==> src/design/text_terminal_cell_engine_assert.svh <==
// assertion macros for the text terminal cell engine
`ifndef TEXT_TERMINAL_CELL_ENGINE_ASSERT_SVH
`define TEXT_TERMINAL_CELL_ENGINE_ASSERT_SVH
`ifndef SYNTHESIS
// same-cycle implication, checked outside reset
`define TTE_ASSERT_IMP(label, clk, rst_n, ante, cons) \
    label: assert property (@(posedge clk) disable iff (!rst_n) (ante) |-> (cons)) \
        else $error("tte assertion failed");
// next-cycle implication, checked outside reset
`define TTE_ASSERT_NXT(label, clk, rst_n, ante, cons) \
    label: assert property (@(posedge clk) disable iff (!rst_n) (ante) |=> (cons)) \
        else $error("tte assertion failed");
`else
`define TTE_ASSERT_IMP(label, clk, rst_n, ante, cons)
`define TTE_ASSERT_NXT(label, clk, rst_n, ante, cons)
`endif
`endif

==> src/design/tte_pkg.sv <==
package tte_pkg;

    localparam int unsigned POS_W   = 12;
    localparam int unsigned CHAR_W  = 8;
    localparam int unsigned COLOR_W = 16;

    localparam logic [POS_W-1:0]  COMMAND_LIMIT = 12'd126;
    localparam logic [CHAR_W-1:0] BLANK_CHAR    = 8'h20;
    localparam logic [CHAR_W-1:0] BLINK_BIT     = 8'h80;
    localparam logic [CHAR_W-1:0] SYM_CR        = 8'd13;
    localparam logic [CHAR_W-1:0] SYM_LF        = 8'd10;

    // operation codes
    localparam logic [3:0] OP_CLEAR      = 4'd0;
    localparam logic [3:0] OP_PUTCHAR    = 4'd1;
    localparam logic [3:0] OP_LEFT       = 4'd2;
    localparam logic [3:0] OP_RIGHT      = 4'd3;
    localparam logic [3:0] OP_UP         = 4'd4;
    localparam logic [3:0] OP_DOWN       = 4'd5;
    localparam logic [3:0] OP_BACKSPACE  = 4'd6;
    localparam logic [3:0] OP_INSERT     = 4'd7;
    localparam logic [3:0] OP_TICK       = 4'd8;
    localparam logic [3:0] OP_CURSOR_ON  = 4'd9;
    localparam logic [3:0] OP_CURSOR_OFF = 4'd10;
    localparam logic [3:0] OP_MARK       = 4'd11;
    localparam logic [3:0] OP_GROW       = 4'd12;
    localparam logic [3:0] OP_SHRINK     = 4'd13;
    localparam logic [3:0] OP_READ       = 4'd14;
    // unused code, still answered with a result
    localparam logic [3:0] OP_NOP        = 4'd15;

    // register indexes
    localparam logic [2:0] REG_COLUMNS_LOG2   = 3'd0;
    localparam logic [2:0] REG_ROWS_LOG2      = 3'd1;
    localparam logic [2:0] REG_BLINK_INTERVAL = 3'd2;
    localparam logic [2:0] REG_EDITING_MODE   = 3'd3;
    localparam logic [2:0] REG_CLEAR_FG       = 3'd4;
    localparam logic [2:0] REG_CLEAR_BG       = 3'd5;
    localparam logic [2:0] REG_PEN_FG         = 3'd6;
    localparam logic [2:0] REG_PEN_BG         = 3'd7;

    typedef struct packed {
        logic [2:0]         columns_log2;
        logic [2:0]         rows_log2;
        logic [7:0]         blink_interval;
        logic               editing_mode;
        logic [COLOR_W-1:0] clear_foreground;
        logic [COLOR_W-1:0] clear_background;
        logic [COLOR_W-1:0] pen_foreground;
        logic [COLOR_W-1:0] pen_background;
    } t_cfg;

    typedef struct packed {
        logic [CHAR_W-1:0]  symbol;
        logic [COLOR_W-1:0] fg;
        logic [COLOR_W-1:0] bg;
    } t_cell;

    typedef struct packed {
        logic             rd_en;
        logic [POS_W-1:0] rd_addr;
        logic             wr_en;
        logic             wr_symbol;
        logic             wr_fg;
        logic             wr_bg;
        logic [POS_W-1:0] wr_addr;
        t_cell            wr_data;
    } t_mem_req;

    typedef struct packed {
        logic [3:0]        operation;
        logic [CHAR_W-1:0] symbol;
        logic [POS_W-1:0]  tile_address;
    } t_in_item;

    typedef struct packed {
        logic [POS_W-1:0]   cursor_pos;
        logic [CHAR_W-1:0]  tile_char;
        logic [COLOR_W-1:0] tile_fg;
        logic [COLOR_W-1:0] tile_bg;
        logic               command_full;
        logic               blink_active;
    } t_out_item;

endpackage

==> src/design/tte_regs.sv <==
module tte_regs (
    input  logic        i_clk,
    input  logic        i_rst_n,
    input  logic        psel,
    input  logic        penable,
    input  logic        pwrite,
    input  logic [4:0]  paddr,
    input  logic [31:0] pwdata,
    output logic [31:0] prdata,
    output logic        pready,
    output tte_pkg::t_cfg o_cfg
);
    import tte_pkg::*;

    t_cfg       r_cfg;
    logic       wr_go;
    logic [2:0] reg_idx;

    assign pready  = 1'b1;
    assign reg_idx = paddr[4:2];
    assign wr_go   = psel && penable && pwrite;

    always_ff @(posedge i_clk) begin
        if (!i_rst_n) begin
            r_cfg.columns_log2     <= 3'd6;
            r_cfg.rows_log2        <= 3'd5;
            r_cfg.blink_interval   <= 8'd20;
            r_cfg.editing_mode     <= 1'b0;
            r_cfg.clear_foreground <= '0;
            r_cfg.clear_background <= '0;
            r_cfg.pen_foreground   <= '0;
            r_cfg.pen_background   <= '0;
        end else if (wr_go) begin
            case (reg_idx)
                REG_COLUMNS_LOG2:   r_cfg.columns_log2     <= pwdata[2:0];
                REG_ROWS_LOG2:      r_cfg.rows_log2        <= pwdata[2:0];
                REG_BLINK_INTERVAL: r_cfg.blink_interval   <= pwdata[7:0];
                REG_EDITING_MODE:   r_cfg.editing_mode     <= pwdata[0];
                REG_CLEAR_FG:       r_cfg.clear_foreground <= pwdata[15:0];
                REG_CLEAR_BG:       r_cfg.clear_background <= pwdata[15:0];
                REG_PEN_FG:         r_cfg.pen_foreground   <= pwdata[15:0];
                REG_PEN_BG:         r_cfg.pen_background   <= pwdata[15:0];
                default:            r_cfg                  <= r_cfg;
            endcase
        end
    end

    always_comb begin
        case (reg_idx)
            REG_COLUMNS_LOG2:   prdata = {29'd0, r_cfg.columns_log2};
            REG_ROWS_LOG2:      prdata = {29'd0, r_cfg.rows_log2};
            REG_BLINK_INTERVAL: prdata = {24'd0, r_cfg.blink_interval};
            REG_EDITING_MODE:   prdata = {31'd0, r_cfg.editing_mode};
            REG_CLEAR_FG:       prdata = {16'd0, r_cfg.clear_foreground};
            REG_CLEAR_BG:       prdata = {16'd0, r_cfg.clear_background};
            REG_PEN_FG:         prdata = {16'd0, r_cfg.pen_foreground};
            REG_PEN_BG:         prdata = {16'd0, r_cfg.pen_background};
            default:            prdata = '0;
        endcase
    end

    assign o_cfg = r_cfg;

endmodule

==> config.mk <==
export PLATFORM = sky130hd
export DESIGN_NAME = tte_regs
export DESIGN_NICKNAME = d
export VERILOG_FILES = /design/src/design/text_terminal_cell_engine_assert.svh /design/src/design/tte_pkg.sv /design/src/design/tte_regs.sv
export SDC_FILE = /design/constraint.sdc
export NUM_CORES = 1
export LEC_CHECK = 0
export BUFFER_PORTS_ARGS = -buffer_cell sky130_fd_sc_hd__buf_2
export CAP_MARGIN = 20
export CORE_MARGIN = 1.5
export CORE_UTILIZATION = 25
export CTS_CLUSTER_DIAMETER = 80
export CTS_CLUSTER_SIZE = 16
export DETAILED_ROUTE_END_ITERATION = 10
export HOLD_SLACK_MARGIN = 0.06
export PLACE_DENSITY = 0.48
export SYNTH_ARGS = -nofsm -noshare
export SYNTH_HDL_FRONTEND = slang
export SYNTH_SLANG_ARGS = --single-unit
==> constraint.sdc <==
create_clock -name i_clk -period 1.6 [get_ports i_clk]
set_input_delay 0.32 -clock i_clk [delete_from_list [all_inputs] [get_ports i_clk]]
set_output_delay 0.32 -clock i_clk [all_outputs]
set_load 0.01 [all_outputs]
After elaboration in Yosys (flattened, before gate mapping):

Cells that the tools add are included.

* equality and inequality tests: 7
* muxes and demuxes: 1
* reduce and logical (&&, ||, !) cells: 11

Operators with widths (count)
* $pmux 32 s8: 1
* $reduce_and 2->1: 8
* $eq 3x3->1 const B: 4
* $eq 3x2->1 const B: 2
* $eq 3x1->1 const B: 1
* $logic_not 3->1: 1
* $logic_and 1x1->1: 2

* bits in registers: 79
* input bits: 42
* logic and storage cells: 27

Longest topological paths before layout:

Gate-level depths: netlist of run 1.

* depth after elaboration: 3
* gate-level depth with buffers: 7

Worst setup path after synthesis of run 1:

No wires, ideal clock.

* path kind: input-to-output
* from: in paddr[2]
* to: out prdata[7]
* data arrival time: 1412 ps
* required time: 1280 ps
* setup slack: -132 ps
* stages on the path: 6
* path buffers: 3
* path through: buf_4 buf_2 buf_2 mux4_2 nand2_1 o21ai_0

* longest elaborated chain between the ends: 2
* elaborated cells between the ends (all ways): 9

Ends and longest elaborated chain
* start, declared: RTL line tte_regs.sv:7 `input logic [4:0] paddr,`
* $eq 3x3->1 (tied with other cells): RTL line tte_regs.sv:49 `case (reg_idx)`
* $pmux 32 s8 (*): RTL line tte_regs.sv:49
* end, declared: RTL line tte_regs.sv:9 `output logic [31:0] prdata,`

Mark *: on every way between the ends. The rest lies on a longest branch, timed or not. The select of a mux whose other input is x is not followed.

Worst setup path in the final report of run 1:

* from: reg r_cfg (netlist bit o_cfg[11])
* to: out prdata[11]

* longest elaborated chain between the ends: 1

Ends and longest elaborated chain
* start, declared: RTL line tte_regs.sv:15 `t_cfg r_cfg;`
* start signal, assigned: RTL line tte_regs.sv:43 `default: r_cfg <= r_cfg;`
* $pmux 32 s8: RTL line tte_regs.sv:49

No other way between the ends. The select of a mux whose other input is x is not followed.

==> flow_metrics.tcl, run 1 <==
set metrics [dict create \
    design.core.area_um2 15100 \
    end_kind "output pin" \
    grt_pass1_wl_um 19900 \
    drt_iter0_markers 189 \
    clock.fmax_mhz 580 \
    hold_ws_ns 0.240 \
    syn_area_um2 3830 \
    swShare_pct 24.0 \
    routabilityCongestion 0.805 \
    row_count 45 \
    worstPathRequired_ns 1.28 \
    synth-edff-count 0 \
    dp.cells 755 \
    antenna_found_initial 0 \
    hp-class "in -> reg" \
    ys_types 38 \
    violations "setup timing" \
    final_layout_size_suffix_gt1_share_pct 49.3 \
    die_area_um2 16100 \
    worstPathArrival_ns 1.40 \
    synth-main-ff-cell "dfxtp_1" \
    die_y_um 127 \
    final_cells 807 \
    synth_xor_area_share_pct 0 \
    cts_root_buffer "clkbuf_16" \
    place_ws_ns -0.278 \
    synth_top_family_by_area "simple AND/OR/NAND/NOR gates" \
    htreeDepth 3 \
    hold_buffers 0 \
    yosys.area.top_type "dfxtp_1" \
    post-route-util_pct 37.5 \
    final-setup-viol-count 16 \
    drt_wl_total_um 13200 \
    path_max_fanout 3 \
    yosys.area_share.simple_pct 22.1 \
    hold_viol_final 0 \
    syn_inst 440 \
    grt_pass1_vias 3525 \
    dp_hpwl_um 9130 \
    p_int_mw 3.43 \
    grt_max_degree 46 \
    layout_common_cells "nand2_1, buf_2, buf_4" \
    avgViaCountPerCell 4.53 \
    min_period_over_period_pct 108 \
    synth_mux_area_share_pct 12.1 \
    nets 656 \
    antenna_left 0 \
    ir_worst_vdd_mv 0.504 \
    skew_ns 0 \
    wire_per_inst_um 16.3 \
    status "complete, but fails checks" \
    synth_area_per_cell_um2 8.72 \
    postSynth.asyncResetShare_pct 0 \
    cts_sinks 79 \
    synth_compound_area_share_pct 16.4 \
    clock_path_buffers 2 \
    crit_type "reg -> out" \
    drv_slew 0 \
    start_util_pct 25.4 \
    rsz0062_at_grt "yes" \
    synthTopCellsByArea "dfxtp_1, nand2_1, a21boi_0, mux4_2, buf_4" \
    yosysSeqAreaShare_pct 41.2 \
    route.detailed.drc 0 \
    yosysWarnings 0 \
    cts_tree "done" \
    firstDrtPassIters 4 \
    combPwrFrac_pct 9.6 \
    clock_latency_ns 0.34 \
    yosys.area_share.adder_pct 0 \
    final.min_clock_period_ns 1.72 \
    synth_top_area_share_pct 41.2 \
    dieWidth_um 127 \
    p_per_area_nw_per_um2 797 \
    leakage_nw 2.43 \
    maxCapViolations 0 \
    pwr-share-seq_pct 44.1 \
    pin_count 154 \
    via_count 3653 \
    p_switching_mw 1.08 \
    port_buffers 118 \
    synth-seq-cells 79 \
    largest_register_ffs 79 \
    final_common_cell "nand2_1" \
    clk_pin_slew_ns 0.06 \
    grt.overflow.total 0 \
    layout_setup_ws_ns -0.125 \
    p_clk_share_pct 46.3 \
    critPathLaunchType "flip-flop" \
    diodes 0 \
    cts_buffers 9 \
    grt.total_usage_pct 16.3 \
    area_growth_pct 47.6 \
]
==> final cells by class <==
type | instances | area [um^2]
inverter | 2 | 7.51
sequential | 79 | 1650
fill | 1585 | 9430
clock buffer | 11 | 243
timing repair buffer | 197 | 1400
tap | 188 | 235
clock inverter | 5 | 57.6
multi-input combinational | 325 | 2070
==> kinds of logic after synthesis <==
group                  Yosys count
and+or+nand+nor                188
AOI/OAI and AO/OA               90
DFF                             79
buffers and inverters           51
muxes                           30
other                            2
==> worst max-delay path, stage by stage, from the launching register on <==
cell and delay [ns]:
dfxtp_2 0.32, mux4_2 0.46, and2_1 0.15, buf_2 0.14
==> stage by stage <==
step | area [um^2] | setup TNS, ns | power [mW]
floorplan | 3920 | 0 | 2.26
global placement | 4870 | -12.07 | 2.41
detailed placement | 4870 | -14.42 | 2.42
CTS | 5580 | -1.85 | 4.55
global route | 5660 | -2.41 | 4.69
finish | 5660 | -1.60 | 4.51
==> path summary, 6_finish.rpt <==
kind	startpoint	to	slack (ns)	cells past startpoint
max reg2reg	o_cfg[55]	o_cfg[55]	0.84	3
min reg2reg	o_cfg[46]	o_cfg[46]	0.46	2
max	o_cfg[11]	prdata[11]	-0.12	3
min	pwdata[10]	o_cfg[26]	0.24	3
==> power groups by stage <==
stage               clock network, mW  registers (mW)  logic [mW]
floorplan                           0            2.04       0.222
global placement                    0            2.04       0.375
detailed placement                  0            2.04       0.380
CTS                              2.14            1.99       0.415
global route                     2.23            1.99       0.463
finish                           2.09            1.99       0.431
==> per-layer routing <==
layer / wire length, um / share of wire (%) / up-vias / global-route usage [%]
met3: 800 / 6.1 / 10 / 4.68
met5: 0 / 0 / - / 0
li1: - / - / 1782 / -
met1: 5920 / 45 / 1746 / 20.6
met4: 147 / 1.1 / 0 / 4.21
met2: 6320 / 48 / 115 / 27.4
==> cells in the mapped netlist, types with 3 or more instances <==
library cell / n
nand3_1: 5
nor2_1: 8
o21ai_0: 18
buf_4: 20
nand2_1: 137
buf_6: 3
nor2b_1: 12
buf_2: 12
a21boi_1: 17
clkbuf_1: 14
mux4_2: 13
a21boi_0: 46
or3_1: 3
mux2i_1: 15
and2_1: 8
nor2_2: 3
dfxtp_1: 79
==> what timing repair did <==
item / in CTS / in global routing
resized for setup: 75 / 13
pin swaps: 13 / 1
cloned: 1 / 1
setup endpoints to repair: 16 / 16
setup buffers: 33 / 1
Power figures use the tool's default switching activity.
==> run 2, diff against run 1 <==
--- a/config.mk
+++ b/config.mk
@@ -9,6 +9,7 @@
 export CAP_MARGIN = 20
 export CORE_MARGIN = 1.5
 export CORE_UTILIZATION = 25
+export CTS_BUF_LIST = sky130_fd_sc_hd__clkbuf_2 sky130_fd_sc_hd__clkbuf_4 sky130_fd_sc_hd__clkbuf_8
 export CTS_CLUSTER_DIAMETER = 80
 export CTS_CLUSTER_SIZE = 16
 export DETAILED_ROUTE_END_ITERATION = 10
==> flow_metrics.tcl, run 2 (synthesized netlist as in run 1, its figures left out) <==
set metrics [dict create \
    antenna_left 0 \
    start_util_pct 25.4 \
    final_cells 804 \
    grt_pass1_vias 3540 \
    min_period_over_period_pct 111 \
    largest_register_ffs 79 \
    dieWidth_um 127 \
    antenna_found_initial 0 \
    cts_buffers 9 \
    dp.cells 755 \
    row_count 45 \
    clk_pin_slew_ns 0.09 \
    cts_sinks 79 \
    design.core.area_um2 15100 \
    clock.fmax_mhz 565 \
    die_y_um 127 \
    dp_hpwl_um 9130 \
    routabilityCongestion 0.805 \
    tns_ns -2.17 \
    hold_viol_final 0 \
    placed_cell_area_um2 4870 \
    cts_tree "done" \
    firstDrtPassIters 4 \
    grt.overflow.total 0 \
    worstPathRequired_ns 1.28 \
    port_buffers 118 \
    maxCapViolations 0 \
    diodes 0 \
    drt_iter0_markers 164 \
    layout_setup_ws_ns -0.171 \
    leakage_nw 2.35 \
    via_count 3606 \
    clock_path_buffers 2 \
    worstPathArrival_ns 1.45 \
    die_area_um2 16100 \
    path_max_fanout 2 \
    hp-class "in -> reg" \
    clock_latency_ns 0.36 \
    crit_type "reg -> out" \
    final_common_cell "nand2_1" \
    violations "setup timing" \
    drt_wl_total_um 12800 \
    hold_ws_ns 0.215 \
    grt_max_degree 46 \
    layout_common_cells "nand2_1, buf_2, buf_4" \
    ir_worst_vdd_mv 0.462 \
    skew_ns 0 \
    nets 653 \
    avgViaCountPerCell 4.49 \
    status "complete, but fails checks" \
    final_area_um2 5450 \
    final.min_clock_period_ns 1.77 \
    end_kind "output pin" \
    pin_count 154 \
    final-setup-viol-count 16 \
    p_per_area_nw_per_um2 723 \
    rsz0062_at_grt "yes" \
    grt.total_usage_pct 16.2 \
    route.detailed.drc 0 \
    grt_pass1_wl_um 19800 \
    htreeDepth 3 \
    drv_slew 0 \
    critPathLaunchType "flip-flop" \
    cts_root_buffer "clkbuf_8" \
    wire_per_inst_um 16.0 \
    area_growth_pct 42.1 \
    final_layout_size_suffix_gt1_share_pct 48.7 \
]
## run 2: changes by cell type in the layout (fill, tap and decap cells not counted), moves of 4 or more
cell	delta
clkbuf_16	-10
clkbuf_8	+9
buf_2	+4
dfxtp_1	-4
dfxtp_2	+4
## run 2: where the power goes
group / internal, mW / switching, mW
combinational: 0.176 / 0.224
clock: 0.778 / 0.774
sequential: 1.98 / 0.0103
total: 2.93 / 1.01
## run 2: routing by layer
metal	vias up	GRT usage [%]	part of all wire [%]
met5	-	0	0
met2	100	27.1	48
met4	0	3.41	0.83
li1	1772	-	-
met3	7	5.15	6.1
met1	1727	20.5	45
## run 2: path summary, 6_finish.rpt
check / from / endpoint / slack, ns / depth (start not counted)
hold reg to reg: o_cfg[46] / o_cfg[46] / 0.47 / 2
setup reg to reg: o_cfg[55] / o_cfg[55] / 0.83 / 3
hold / removal: pwdata[10] / o_cfg[26] / 0.21 / 3
setup / recovery: o_cfg[40] / prdata[8] / -0.17 / 3
## run 2: worst max-delay path, cell delays in order, from the launching register on
cell and delay [ns]:
dfxtp_2 0.34, mux4_2 0.44, and2_1 0.17, buf_2 0.13
## run 2: repair_timing
action | 4_1_cts | 5_1_grt
resized for setup | 66 | 10
endpoints found under the setup margin | 16 | 16
hold endpoints to repair | 0 | 0
pin swaps | 7 | 3
buffers inserted | 31 | 2
hold buffers | 0 | 0
## run 2: area by class of cell
type / count / area (um^2)
fillers: 1617 / 9640
clock buffers: 11 / 145
multi-input cells: 325 / 2050
clock inverters: 5 / 57.6
well taps: 188 / 235
inverters: 2 / 7.51
repair buffers: 194 / 1300
flip-flops and latches: 79 / 1650
## run 2: metrics by stage
step           setup slack (ns)  total power [mW]  util [%]
4_1_cts                  -0.186              3.99      35.8
5_1_grt                  -0.243              4.12      36.1
6_report                 -0.171              3.94      36.1
3_3_place_gp             -0.238              2.41      32.3
3_5_place_dp             -0.278              2.42      32.3
2_1_floorplan           0.00270              2.26         -
